## config.mk

```make
export PLATFORM = sky130hd
export DESIGN_NAME = hbridge_pwm_drive_flat
export DESIGN_NICKNAME = d
export VERILOG_FILES = /design/src/hw/rtl/hpd_pkg.sv /design/src/hw/rtl/hpd_ifs.sv /design/src/hw/rtl/hpd_cfg_regs.sv /design/src/hw/rtl/hpd_calc.sv /design/src/hw/rtl/hbridge_pwm_drive.sv /design/src/flat_wrapper.sv
export SDC_FILE = /design/constraint.sdc
export NUM_CORES = 1
export LEC_CHECK = 0
export ABC_AREA = 1
export BUFFER_PORTS_ARGS = -buffer_cell sky130_fd_sc_hd__buf_2
export CAP_MARGIN = 25
export CELL_PAD_IN_SITES_DETAIL_PLACEMENT = 1
export CELL_PAD_IN_SITES_GLOBAL_PLACEMENT = 2
export CORE_UTILIZATION = 37
export CTS_CLUSTER_DIAMETER = 60
export DETAILED_ROUTE_END_ITERATION = 12
export PLACE_DENSITY = 0.92
export SETUP_SLACK_MARGIN = 0.05
export SLEW_MARGIN = 15
export SYNTH_ARGS = -nofsm -noshare
export SYNTH_HDL_FRONTEND = slang
export SYNTH_SLANG_ARGS = --single-unit
export TNS_END_PERCENT = 5
```

## constraint.sdc

```tcl
create_clock -name i_clk -period 8.2 [get_ports i_clk]
set_input_delay 0.82 -clock i_clk [delete_from_list [all_inputs] [get_ports i_clk]]
set_output_delay 0.82 -clock i_clk [all_outputs]
set_load 0.02 [all_outputs]
```

## src/hw/rtl/hpd_pkg.sv

```systemverilog
// ----------------------------------------------------------------------------
// hpd_pkg
// Shared widths, register indexes and types of the H-bridge PWM drive.
// ----------------------------------------------------------------------------
package hpd_pkg;

    localparam int POWER_W    = 9;
    localparam int CMD_W      = 10;
    localparam int LEG_W      = 8;
    localparam int PERIOD_W   = 8;
    localparam int CFG_IDX_W  = 2;
    localparam int CFG_DATA_W = 8;

    localparam logic [LEG_W-1:0]    DUTY_MAX     = 8'd255;
    localparam logic [LEG_W-1:0]    LEVEL_ON     = 8'd1;
    localparam logic [PERIOD_W-1:0] PERIOD_RESET = 8'd20;

    localparam logic [CFG_IDX_W-1:0] CFG_INVERSE = 2'd0;
    localparam logic [CFG_IDX_W-1:0] CFG_HW_PWM  = 2'd1;
    localparam logic [CFG_IDX_W-1:0] CFG_PERIOD  = 2'd2;

    typedef struct packed {
        logic                inverse;
        logic                hw_pwm;
        logic [PERIOD_W-1:0] period;
    } t_cfg;

    typedef struct packed {
        logic                changed;
        logic [CMD_W-1:0]    cmd;
        logic                brake;
        logic [LEG_W-1:0]    leg_a;
        logic [LEG_W-1:0]    leg_b;
        logic [PERIOD_W-1:0] phase;
    } t_calc;

endpackage

```

## src/hw/rtl/hpd_ifs.sv

```systemverilog
// ----------------------------------------------------------------------------
// hpd_ifs
// Command, result and register write channels of the H-bridge PWM drive.
// ----------------------------------------------------------------------------
interface hpd_in_if;
    import hpd_pkg::*;
    logic                      valid;
    logic                      ready;
    logic signed [POWER_W-1:0] power;
    logic                      brake_write;
    logic                      brake_value;

    modport source (output valid, output power, output brake_write,
                    output brake_value, input ready);
    modport sink   (input valid, input power, input brake_write,
                    input brake_value, output ready);
endinterface

interface hpd_out_if;
    import hpd_pkg::*;
    logic             valid;
    logic             ready;
    logic             blanking;
    logic [LEG_W-1:0] leg_a;
    logic [LEG_W-1:0] leg_b;
    logic             last;

    modport source (output valid, output blanking, output leg_a, output leg_b,
                    output last, input ready);
    modport sink   (input valid, input blanking, input leg_a, input leg_b,
                    input last, output ready);
endinterface

interface hpd_cfg_if;
    import hpd_pkg::*;
    logic                  valid;
    logic                  ready;
    logic [CFG_IDX_W-1:0]  index;
    logic [CFG_DATA_W-1:0] data;

    modport source (output valid, output index, output data, input ready);
    modport sink   (input valid, input index, input data, output ready);
endinterface

```

## src/hw/rtl/hpd_cfg_regs.sv

```systemverilog
// ----------------------------------------------------------------------------
// hpd_cfg_regs
// Register file: direction inversion, PWM mode and software PWM period.
// ----------------------------------------------------------------------------
module hpd_cfg_regs (
    input  logic          i_clk,
    input  logic          i_rst_n,
    hpd_cfg_if.sink       i_cfg,
    output hpd_pkg::t_cfg o_cfg
);
    import hpd_pkg::*;

    t_cfg r_cfg;
    t_cfg n_cfg;

    assign i_cfg.ready = 1'b1;
    assign o_cfg       = r_cfg;

    always_comb begin
        n_cfg = r_cfg;
        if (i_cfg.valid) begin
            unique case (i_cfg.index)
                CFG_INVERSE: n_cfg.inverse = i_cfg.data[0];
                CFG_HW_PWM:  n_cfg.hw_pwm  = i_cfg.data[0];
                CFG_PERIOD:  n_cfg.period  = i_cfg.data[PERIOD_W-1:0];
                default:     n_cfg         = r_cfg;
            endcase
        end
    end

    always_ff @(posedge i_clk) begin
        if (!i_rst_n) begin
            r_cfg.inverse <= 1'b0;
            r_cfg.hw_pwm  <= 1'b1;
            r_cfg.period  <= PERIOD_RESET;
        end else begin
            r_cfg <= n_cfg;
        end
    end

endmodule

```

## src/hw/rtl/hpd_calc.sv

```systemverilog
// ----------------------------------------------------------------------------
// hpd_calc
// Leg drive for one command word: inversion, change detect, clamp, duty or
// software PWM compare, brake, and the next phase.
// ----------------------------------------------------------------------------
module hpd_calc (
    input  hpd_pkg::t_cfg                      i_cfg,
    input  logic signed [hpd_pkg::POWER_W-1:0] i_power,
    input  logic                               i_brake_write,
    input  logic                               i_brake_value,
    input  logic [hpd_pkg::CMD_W-1:0]          i_prev,
    input  logic [hpd_pkg::PERIOD_W-1:0]       i_phase,
    input  logic                               i_brake,
    output hpd_pkg::t_calc                     o_calc
);
    import hpd_pkg::*;

    logic signed [CMD_W-1:0]    w_raw;
    logic signed [CMD_W-1:0]    w_cmd;
    logic signed [CMD_W-1:0]    w_clamp;
    logic signed [CMD_W-1:0]    w_abs;
    logic [LEG_W-1:0]           w_mag;
    logic [2*LEG_W-1:0]         w_phase_prod;
    logic [2*LEG_W-1:0]         w_period_prod;
    logic [LEG_W-1:0]           w_drive;
    logic [LEG_W-1:0]           w_full;
    logic [PERIOD_W:0]          w_phase_inc;

    assign w_raw = CMD_W'(i_power);
    assign w_cmd = i_cfg.inverse ? -w_raw : w_raw;

    always_comb begin
        if (w_cmd > $signed({2'b00, DUTY_MAX})) begin
            w_clamp = $signed({2'b00, DUTY_MAX});
        end else if (w_cmd < -$signed({2'b00, DUTY_MAX})) begin
            w_clamp = -$signed({2'b00, DUTY_MAX});
        end else begin
            w_clamp = w_cmd;
        end
    end

    assign w_abs = w_clamp[CMD_W-1] ? -w_clamp : w_clamp;
    assign w_mag = w_abs[LEG_W-1:0];

    // phase * 255 as phase * 256 - phase
    assign w_phase_prod  = {i_phase, 8'd0} - {8'd0, i_phase};
    assign w_period_prod = (2*LEG_W)'(i_cfg.period) * (2*LEG_W)'(w_mag);

    assign w_drive = i_cfg.hw_pwm ? w_mag
                                  : {{(LEG_W-1){1'b0}}, (w_phase_prod < w_period_prod)};
    assign w_full  = i_cfg.hw_pwm ? DUTY_MAX : LEVEL_ON;

    assign w_phase_inc = {1'b0, i_phase} + (PERIOD_W+1)'(1);

    always_comb begin
        o_calc.changed = (w_cmd != $signed(i_prev));
        o_calc.cmd     = w_cmd;
        o_calc.brake   = i_brake_write ? i_brake_value : i_brake;
        o_calc.leg_a   = '0;
        o_calc.leg_b   = '0;
        if (w_clamp != '0) begin
            if (!w_clamp[CMD_W-1]) begin
                o_calc.leg_a = w_drive;
            end else begin
                o_calc.leg_b = w_drive;
            end
        end else if (o_calc.brake) begin
            o_calc.leg_a = w_full;
            o_calc.leg_b = w_full;
        end
        o_calc.phase = (w_phase_inc > {1'b0, i_cfg.period}) ? '0
                                                          : w_phase_inc[PERIOD_W-1:0];
    end

endmodule

```

## src/hw/rtl/hbridge_pwm_drive.sv

```systemverilog
// ----------------------------------------------------------------------------
// hbridge_pwm_drive
// Two-leg H-bridge drive from a signed power command per PWM tick.
// ----------------------------------------------------------------------------
// Each command word yields one result word, or two when the command differs
// from the previous one: a blanking word with both legs off, then the drive
// word marked last. A repeated command yields only the drive word, so a new
// word can be taken every cycle while the output is not stalled; a changed
// command sends both words in turn through the single result register. The
// input register takes the next command while a result waits downstream if it
// is empty. Leg values are duty 0..255 in hardware PWM mode and levels 0/1 in
// software PWM mode, where an internal phase counter advances once per command.
module hbridge_pwm_drive (
    input  logic      i_clk,
    input  logic      i_rst_n,
    hpd_in_if.sink    i_in,
    hpd_out_if.source o_out,
    hpd_cfg_if.sink   i_cfg
);
    import hpd_pkg::*;

    t_cfg  w_cfg;
    t_calc w_calc;

    logic                      r_in_valid;
    logic signed [POWER_W-1:0] r_power;
    logic                      r_brake_write;
    logic                      r_brake_value;
    logic                      r_blank_done;

    logic [CMD_W-1:0]          r_prev;
    logic [PERIOD_W-1:0]       r_phase;
    logic                      r_brake;

    logic                      r_out_valid;
    logic                      r_out_blanking;
    logic [LEG_W-1:0]          r_out_leg_a;
    logic [LEG_W-1:0]          r_out_leg_b;
    logic                      r_out_last;

    logic                      w_load_ok;
    logic                      w_need_blank;
    logic                      w_emit;
    logic                      w_retire;
    logic                      w_take;

    hpd_cfg_regs u_cfg (
        .i_clk   (i_clk),
        .i_rst_n (i_rst_n),
        .i_cfg   (i_cfg),
        .o_cfg   (w_cfg)
    );

    hpd_calc u_calc (
        .i_cfg         (w_cfg),
        .i_power       (r_power),
        .i_brake_write (r_brake_write),
        .i_brake_value (r_brake_value),
        .i_prev        (r_prev),
        .i_phase       (r_phase),
        .i_brake       (r_brake),
        .o_calc        (w_calc)
    );

    assign w_load_ok    = !r_out_valid || o_out.ready;
    assign w_need_blank = w_calc.changed && !r_blank_done;
    assign w_emit       = r_in_valid && w_load_ok;
    assign w_retire     = w_emit && !w_need_blank;
    assign i_in.ready   = !r_in_valid || w_retire;
    assign w_take       = i_in.valid && i_in.ready;

    assign o_out.valid    = r_out_valid;
    assign o_out.blanking = r_out_blanking;
    assign o_out.leg_a    = r_out_leg_a;
    assign o_out.leg_b    = r_out_leg_b;
    assign o_out.last     = r_out_last;

    // control
    always_ff @(posedge i_clk) begin
        if (!i_rst_n) begin
            r_in_valid   <= 1'b0;
            r_blank_done <= 1'b0;
            r_out_valid  <= 1'b0;
            r_prev       <= '0;
            r_phase      <= '0;
            r_brake      <= 1'b0;
        end else begin
            if (w_take) begin
                r_in_valid <= 1'b1;
            end else if (w_retire) begin
                r_in_valid <= 1'b0;
            end

            if (w_retire) begin
                r_blank_done <= 1'b0;
            end else if (w_emit) begin
                r_blank_done <= 1'b1;
            end

            if (w_emit) begin
                r_out_valid <= 1'b1;
            end else if (o_out.ready) begin
                r_out_valid <= 1'b0;
            end

            if (w_retire) begin
                r_prev  <= w_calc.cmd;
                r_phase <= w_calc.phase;
                r_brake <= w_calc.brake;
            end
        end
    end

    // payload
    always_ff @(posedge i_clk) begin
        if (w_take) begin
            r_power       <= i_in.power;
            r_brake_write <= i_in.brake_write;
            r_brake_value <= i_in.brake_value;
        end
        if (w_emit) begin
            if (w_need_blank) begin
                r_out_blanking <= 1'b1;
                r_out_leg_a    <= '0;
                r_out_leg_b    <= '0;
                r_out_last     <= 1'b0;
            end else begin
                r_out_blanking <= 1'b0;
                r_out_leg_a    <= w_calc.leg_a;
                r_out_leg_b    <= w_calc.leg_b;
                r_out_last     <= 1'b1;
            end
        end
    end

endmodule

```

## src/flat_wrapper.sv

```systemverilog
// flat-port wrapper written by rule: the top's interface ports become plain ports
module hbridge_pwm_drive_flat import hpd_pkg::*;
  (i_clk, i_rst_n, i_in_valid, i_in_power, i_in_brake_write, i_in_brake_value, i_in_ready, o_out_valid, o_out_blanking, o_out_leg_a, o_out_leg_b, o_out_last, o_out_ready, i_cfg_valid, i_cfg_index, i_cfg_data, i_cfg_ready);
  hpd_in_if i_in_i ();
  hpd_out_if o_out_i ();
  hpd_cfg_if i_cfg_i ();
  input  logic i_clk;
  input  logic i_rst_n;
  input wire logic [$bits(i_in_i.valid)-1:0] i_in_valid;
  input wire logic [$bits(i_in_i.power)-1:0] i_in_power;
  input wire logic [$bits(i_in_i.brake_write)-1:0] i_in_brake_write;
  input wire logic [$bits(i_in_i.brake_value)-1:0] i_in_brake_value;
  output wire logic [$bits(i_in_i.ready)-1:0] i_in_ready;
  output wire logic [$bits(o_out_i.valid)-1:0] o_out_valid;
  output wire logic [$bits(o_out_i.blanking)-1:0] o_out_blanking;
  output wire logic [$bits(o_out_i.leg_a)-1:0] o_out_leg_a;
  output wire logic [$bits(o_out_i.leg_b)-1:0] o_out_leg_b;
  output wire logic [$bits(o_out_i.last)-1:0] o_out_last;
  input wire logic [$bits(o_out_i.ready)-1:0] o_out_ready;
  input wire logic [$bits(i_cfg_i.valid)-1:0] i_cfg_valid;
  input wire logic [$bits(i_cfg_i.index)-1:0] i_cfg_index;
  input wire logic [$bits(i_cfg_i.data)-1:0] i_cfg_data;
  output wire logic [$bits(i_cfg_i.ready)-1:0] i_cfg_ready;
  assign i_in_i.valid = i_in_valid;
  assign i_in_i.power = i_in_power;
  assign i_in_i.brake_write = i_in_brake_write;
  assign i_in_i.brake_value = i_in_brake_value;
  assign i_in_ready = i_in_i.ready;
  assign o_out_valid = o_out_i.valid;
  assign o_out_blanking = o_out_i.blanking;
  assign o_out_leg_a = o_out_i.leg_a;
  assign o_out_leg_b = o_out_i.leg_b;
  assign o_out_last = o_out_i.last;
  assign o_out_i.ready = o_out_ready;
  assign i_cfg_i.valid = i_cfg_valid;
  assign i_cfg_i.index = i_cfg_index;
  assign i_cfg_i.data = i_cfg_data;
  assign i_cfg_ready = i_cfg_i.ready;
  hbridge_pwm_drive u_core (.i_clk(i_clk), .i_rst_n(i_rst_n), .i_in(i_in_i), .o_out(o_out_i), .i_cfg(i_cfg_i));
endmodule
```

# Yosys cells after proc, flatten, opt, wreduce, memory -nomap -nowiden
# Index checks and enable logic that the tools add are counted.
# word_totals
output_inout_bits	21
in_bits	26
ff_bits	61
# classes
mux	18
reduce_logical	18
magnitude_cmp	4
bitwise_logic	1
n_eq_ne	3
add_sub_neg	4
multipliers	1
# op_table
cell	n
2-to-1 mux 8 bit	6
2-to-1 mux 16 bit	2
2-to-1 mux 10 bit	3
< comparator 16 bit	1
multiplier 8 x 8 -> 16 bit	1
subtractor 16 x 8 -> 16 bit	1
greater-than comparator 10 x 9 -> 1 bit (second input constant)	1
< comparator 10 x 9 -> 1 bit (second input constant)	1
inequality test 10 bit	1
negation 9 -> 10 bit	1
nonzero test 10 bit	1
adder 8 x 1 -> 9 bit (second input constant)	1
greater-than comparator 9 x 8 -> 1 bit	1
negation 8 bit	1
2-to-1 mux 1 bit	7
AND reduction 2 bit	3
logical AND 1 bit	4
zero test 1 bit	4
nonzero test 2 bit	2
equality test 2 x 1 -> 1 bit (second input constant)	1
equality test 2 bit (second input constant)	1
zero test 2 bit	1
logical OR 1 bit	2
OR reduction 2 bit	1
NOT 1 bit	1

# Logic depth before layout (Yosys ltp)
# logic_depth
ltp_word	12
ltp_mapped	53

# By module
# A second synthesis with hierarchy kept.
# hier_totals
cells_unflattened	873
area_unflattened_um2	6297.3
# modules_own_cells
mod	cells_per_inst	seq_area_each_um2	instances	area_each_um2
hpd_calc	606	0.0	1	3882.5
hbridge_pwm_drive	204	1311.3	1	1965.6
hpd_cfg_regs	63	200.2	1	449.2

# Least setup slack after synthesis
# No wires, ideal clock.
# synth_timing
kind	flip-flop to flip-flop
from	register u_core.r_power[0]
to	register u_core.r_out_leg_b[0] (netlist: u_core.o_out.leg_b[0]) (data pin)
n_path_buf	0
stages_incl_launch_ff	51
synth_period_minus_slack_ns	7.217
arrival_ns	7.066
setup_slack_ns	0.983
setup_time_ns	0.150
path_cell_list	edfxtp_1 inv_2 ha_1 inv_1 nor2_2 nand3_2 nand3b_1 nand2_1 nor2_1 nand3_1 nand2_2 nand2_4 nand2_2 inv_1 ha_1 nand3_2 inv_2 nand3_4 (+15 left out) a21oi_1 o21bai_1 nand2_1 nand2_1 nand2_1 nand2_1 a21oi_1 nor2_1 nor2_1 xor2_1 ha_1 nand2_1 a21oi_1 a2111oi_0 nand2_1 nand2_1 nand2_1 a21oi_1
# synth_via
elab_chain_len	12
elab_cells_between_ends	16
# synth_lines
item	line	rtl
from (decl)	hbridge_pwm_drive.sv:26	logic signed [POWER_W-1:0] r_power;
from (signal assigned)	hbridge_pwm_drive.sv:117	r_power <= i_in.power;
negation 9 -> 10 bit	hpd_calc.sv:30	assign w_cmd = i_cfg.inverse ? -w_raw : w_raw;
2-to-1 mux 10 bit *	hpd_calc.sv:30	
< comparator 10 x 9 -> 1 bit	hpd_calc.sv:35	end else if (w_cmd < -$signed({2'b00, DUTY_MAX})) begin
2-to-1 mux 10 bit	hpd_calc.sv:35	
2-to-1 mux 10 bit	hpd_calc.sv:33	if (w_cmd > $signed({2'b00, DUTY_MAX})) begin
negation 8 bit	hpd_calc.sv:42	assign w_abs = w_clamp[CMD_W-1] ? -w_clamp : w_clamp;
2-to-1 mux 8 bit	hpd_calc.sv:42	
multiplier 8 x 8 -> 16 bit	hpd_calc.sv:47	assign w_period_prod = (2*LEG_W)'(i_cfg.period) * (2*LEG_W)'(w_mag);
< comparator 16 bit	hpd_calc.sv:50	: {{(LEG_W-1){1'b0}}, (w_phase_prod < w_period_prod)};
2-to-1 mux 8 bit	hpd_calc.sv:49	assign w_drive = i_cfg.hw_pwm ? w_mag
2-to-1 mux 8 bit	hpd_calc.sv:62	if (!w_clamp[CMD_W-1]) begin
2-to-1 mux 16 bit	hpd_calc.sv:61	if (w_clamp != '0) begin
to (signal assigned)	hbridge_pwm_drive.sv:130	r_out_leg_b <= w_calc.leg_b;
to (decl)	hbridge_pwm_drive.sv:38	logic [LEG_W-1:0] r_out_leg_b;
# Every way passes the cells marked *; elsewhere a longest branch is shown, timed or not.
# A chain may end at the register's enable or synchronous reset.

# Worst setup path in the final report
# layout_timing
from	register u_core.r_power[0]
to	register u_core.r_out_leg_a[0] (netlist: u_core.o_out.leg_a[0]) (data pin)
# layout_via
elab_chain_len	12
elab_cells_between_ends	16
# layout_lines
item	line	rtl
negation 9 -> 10 bit	hpd_calc.sv:30	
2-to-1 mux 10 bit *	hpd_calc.sv:30	
< comparator 10 x 9 -> 1 bit	hpd_calc.sv:35	
2-to-1 mux 10 bit	hpd_calc.sv:35	
2-to-1 mux 10 bit	hpd_calc.sv:33	
negation 8 bit	hpd_calc.sv:42	
2-to-1 mux 8 bit	hpd_calc.sv:42	
multiplier 8 x 8 -> 16 bit	hpd_calc.sv:47	
< comparator 16 bit	hpd_calc.sv:50	
2-to-1 mux 8 bit	hpd_calc.sv:49	
2-to-1 mux 8 bit	hpd_calc.sv:62	
2-to-1 mux 16 bit	hpd_calc.sv:61	
to (signal assigned)	hbridge_pwm_drive.sv:129	r_out_leg_a <= w_calc.leg_a;
to (decl)	hbridge_pwm_drive.sv:37	logic [LEG_W-1:0] r_out_leg_a;
# Marked as above.

==> results.txt <==
Die area - 16300 um2
CTS Buf Count - 9
FP Rows - 45
Fill count - 1879
Min-Delay Path Class - flip-flop to flip-flop
Bufs and invs on worst path - 11
Starting Density - 0.382
Peak Freq - 129 MHz
Worst EP required - 8250 ps
FF/Latch Area - 1510 um2
Pre-CTS setup slack - -124 ps
Slowest cell on crit path - fa_1
Number of flops mapped to enable cells by yosys - 29
CTS H-Tree Depth - 3
Fin cells - 1024
Root buf cell - clkbuf_16
Worst Tran Pin Value - 1080 ps
Synthesized flop and latch total - 61
Synthesized area - 5860 um2
Vias per Instance - 5.06
MaxCap Viol Count - 0
Fin Hold WS - 483 ps
CP max FO - 7
Avg Cell Area, Syn - 7.89 um2
Worst-skew pair later-pin latency - 330 ps
DIE WIDTH - 128 um
Clk slew on worst S/H paths - 50 ps
Critical path arrival - 7800 ps
Antenna Cells - 0
Pins over their slew limit - 0
Most frequent cells in the layout - inv_1 (133), nand2_1 (105), nor2_1 (81)
Synth top area cells - edfxtp_1 (15%), ha_1 (13%), fa_1 (12%), dfxtp_1 (11%), inv_1 (8.8%)
Commonest non-fill, non-tap cell in the layout - inv_1
Yosys cell types - 52
ANT nets after route - 0
Synth top area share - 0.149
DRT Pass-1 Iters - 4
Post-synth top flop - dfxtp_1
Largest net degree at the start of global routing - 29
Num Clock Sinks - 61
DRC violations left - 0
Core Area - 15300 um2
Tmin final - 7750 ps
DP Wirelength - 13400 um
Post-synthesis net count - 867
Largest delay share family, worst path - adder cells
Critical path class - flip-flop to flip-flop
CP most frequent cell - nand2_1
Die height - 128 um
Gate Count Post-Synth - 742
CP Capture Type - flip-flop
Multi-input gate area - 3810 um2
Leak - 3.43 nW
Status - finished clean
CTS tree - done
Clock Skew - 6.73 ps
Peak VDD IR - 110 uV
Sequential share of the synthesized area - 0.258
Initial drt markers - 208
Port-buffer cells - 45
Nets - 933
Pwr/cell area - 218 nW/um2
Area leader, netlist - edfxtp_1
FFs w/ async S/R, synth - 0
Grt ovf - 0
Routability cong. - 0.888
Setup ws final - 451 ps
Via count - 5184
Initial antenna violation count - 0
Setup crit start kind - flip-flop
Final setup fails - 0
Vias in the first global route - 5385
IO Count - 47
WL/cell - 16.5 um
Largest stage delay on the critical path - 550 ps
Final hold vios - 0
Max clock buf depth - 2
First-pass GRT wire length - 27200 um
Final period utilization - 0.945
Tot GR Track Use - 0.214
Worst slew margin - 0.277
DP Cell Count - 985
Final WL - 16900 um
Share of layout cells above drive strength 1 - 0.192
Area Overhead vs Synth - 17.1%
Ys Warns - 0
registers in the layout (all words and copies together), names as in the netlist:
signal / flops
u_core.o_out.blanking: 1
u_core.o_out.last: 1
u_core.o_out.leg_a: 8
u_core.o_out.leg_b: 8
u_core.o_out.valid: 1
u_core.r_blank_done: 1
u_core.r_brake: 1
u_core.r_brake_value: 1
u_core.r_brake_write: 1
u_core.r_in_valid: 1
u_core.r_phase: 8
u_core.r_power: 9
u_core.r_prev: 10
u_core.u_cfg.o_cfg: 10
where the power goes:
part	switching, W	internal (W)
Clock	0.000132	0.000211
Combinational	0.000483	0.000320
Sequential	0.0000127	0.000337
Total	0.000628	0.000868
cell type report:
type	count	area share
multi-input cells	515	0.556
repair buffers	71	0.0613
flip-flops and latches	61	0.221
inverters	150	0.0840
clock inverters	4	0.00365
well taps	211	0.0385
clock buffers	12	0.0360
Yosys cell counts, drive strengths merged (2+ instances only):
| master | count |
|---|---|
| o22ai | 6 |
| buf | 7 |
| dfxtp | 32 |
| edfxtp | 29 |
| nand2 | 125 |
| o211ai | 3 |
| nand3b | 2 |
| xor2 | 19 |
| clkinv | 4 |
| nor4 | 4 |
| clkbuf | 9 |
| fa | 36 |
| a21oi | 56 |
| nor3 | 9 |
| o31ai | 3 |
| o21bai | 2 |
| a211oi | 3 |
| nand4 | 6 |
| xnor2 | 8 |
| ha | 63 |
| inv | 146 |
| a31oi | 5 |
| nand3 | 32 |
| o21ai | 36 |
| nor2 | 88 |
cells by family (layout without fill, tap and decap cells):
kind of cell	Yosys count	in the layout	share of synthesized area
AND/OR/NAND/NOR	267	267	0.205
other	1	1	0.000640
flip-flops	61	61	0.258
XOR/XNOR	27	27	0.0436
adder cells (fa/ha/maj)	99	99	0.258
buffers and inverters	166	237	0.112
multiplexers	1	1	0.00171
AO/OA/AOI/OAI	120	120	0.121
final timing paths:
check / startpoint / end / slack (ps) / cells after the start
setup / recovery: u_core.r_power[0]$_DFFE_PP_ / u_core.o_out.leg_a[0]$_SDFFCE_PP0P_ / 450 / 51
hold / removal: u_core.r_prev[8]$_SDFFE_PN0P_ / u_core.r_prev[8]$_SDFFE_PN0P_ / 480 / 2
setup reg to reg: u_core.r_power[0]$_DFFE_PP_ / u_core.o_out.leg_a[0]$_SDFFCE_PP0P_ / 450 / 51
hold reg to reg: u_core.r_prev[8]$_SDFFE_PN0P_ / u_core.r_prev[8]$_SDFFE_PN0P_ / 480 / 2
worst register-to-register path: cells and delay by family, from the launching register on:
kind,cells,cell delay [ps]
adders and majority gates,8,3020
and+or+nand+nor,24,2320
buffers and inverters,11,830
AOI/OAI and AO/OA,7,730
DFF,1,420
xor gates and xnor gates,1,150
repair_timing:
item / 4_1_cts / 5_1_grt
setup endpoints to repair: 2 / 2
pin swaps: 1 / 15
resized for setup: 2 / 35
hold buffers: 0 / 0
endpoints found under the hold margin: 0 / 0
buffers inserted: 2 / 20
layer usage:
metal  track usage  share of wire  wire, um
met4        0.0609          0.020       340
met1         0.281           0.45      7590
met5             0              0         0
met3        0.0359          0.043       725
met2         0.360           0.49      8270
through the flow:
stage / power, W / cell area [um2] / setup TNS (ps) / util
after floorplan: 0.000891 / 5860 / 0 / -
after global placement: 0.00104 / 6280 / 0 / 0.410
after detailed placement: 0.00108 / 6280 / -246 / 0.410
after CTS: 0.00144 / 6570 / 0 / 0.429
after global routing: 0.00163 / 6850 / -88.5 / 0.448
final: 0.00150 / 6850 / 0 / 0.448
(Power assumes the default switching activity.)
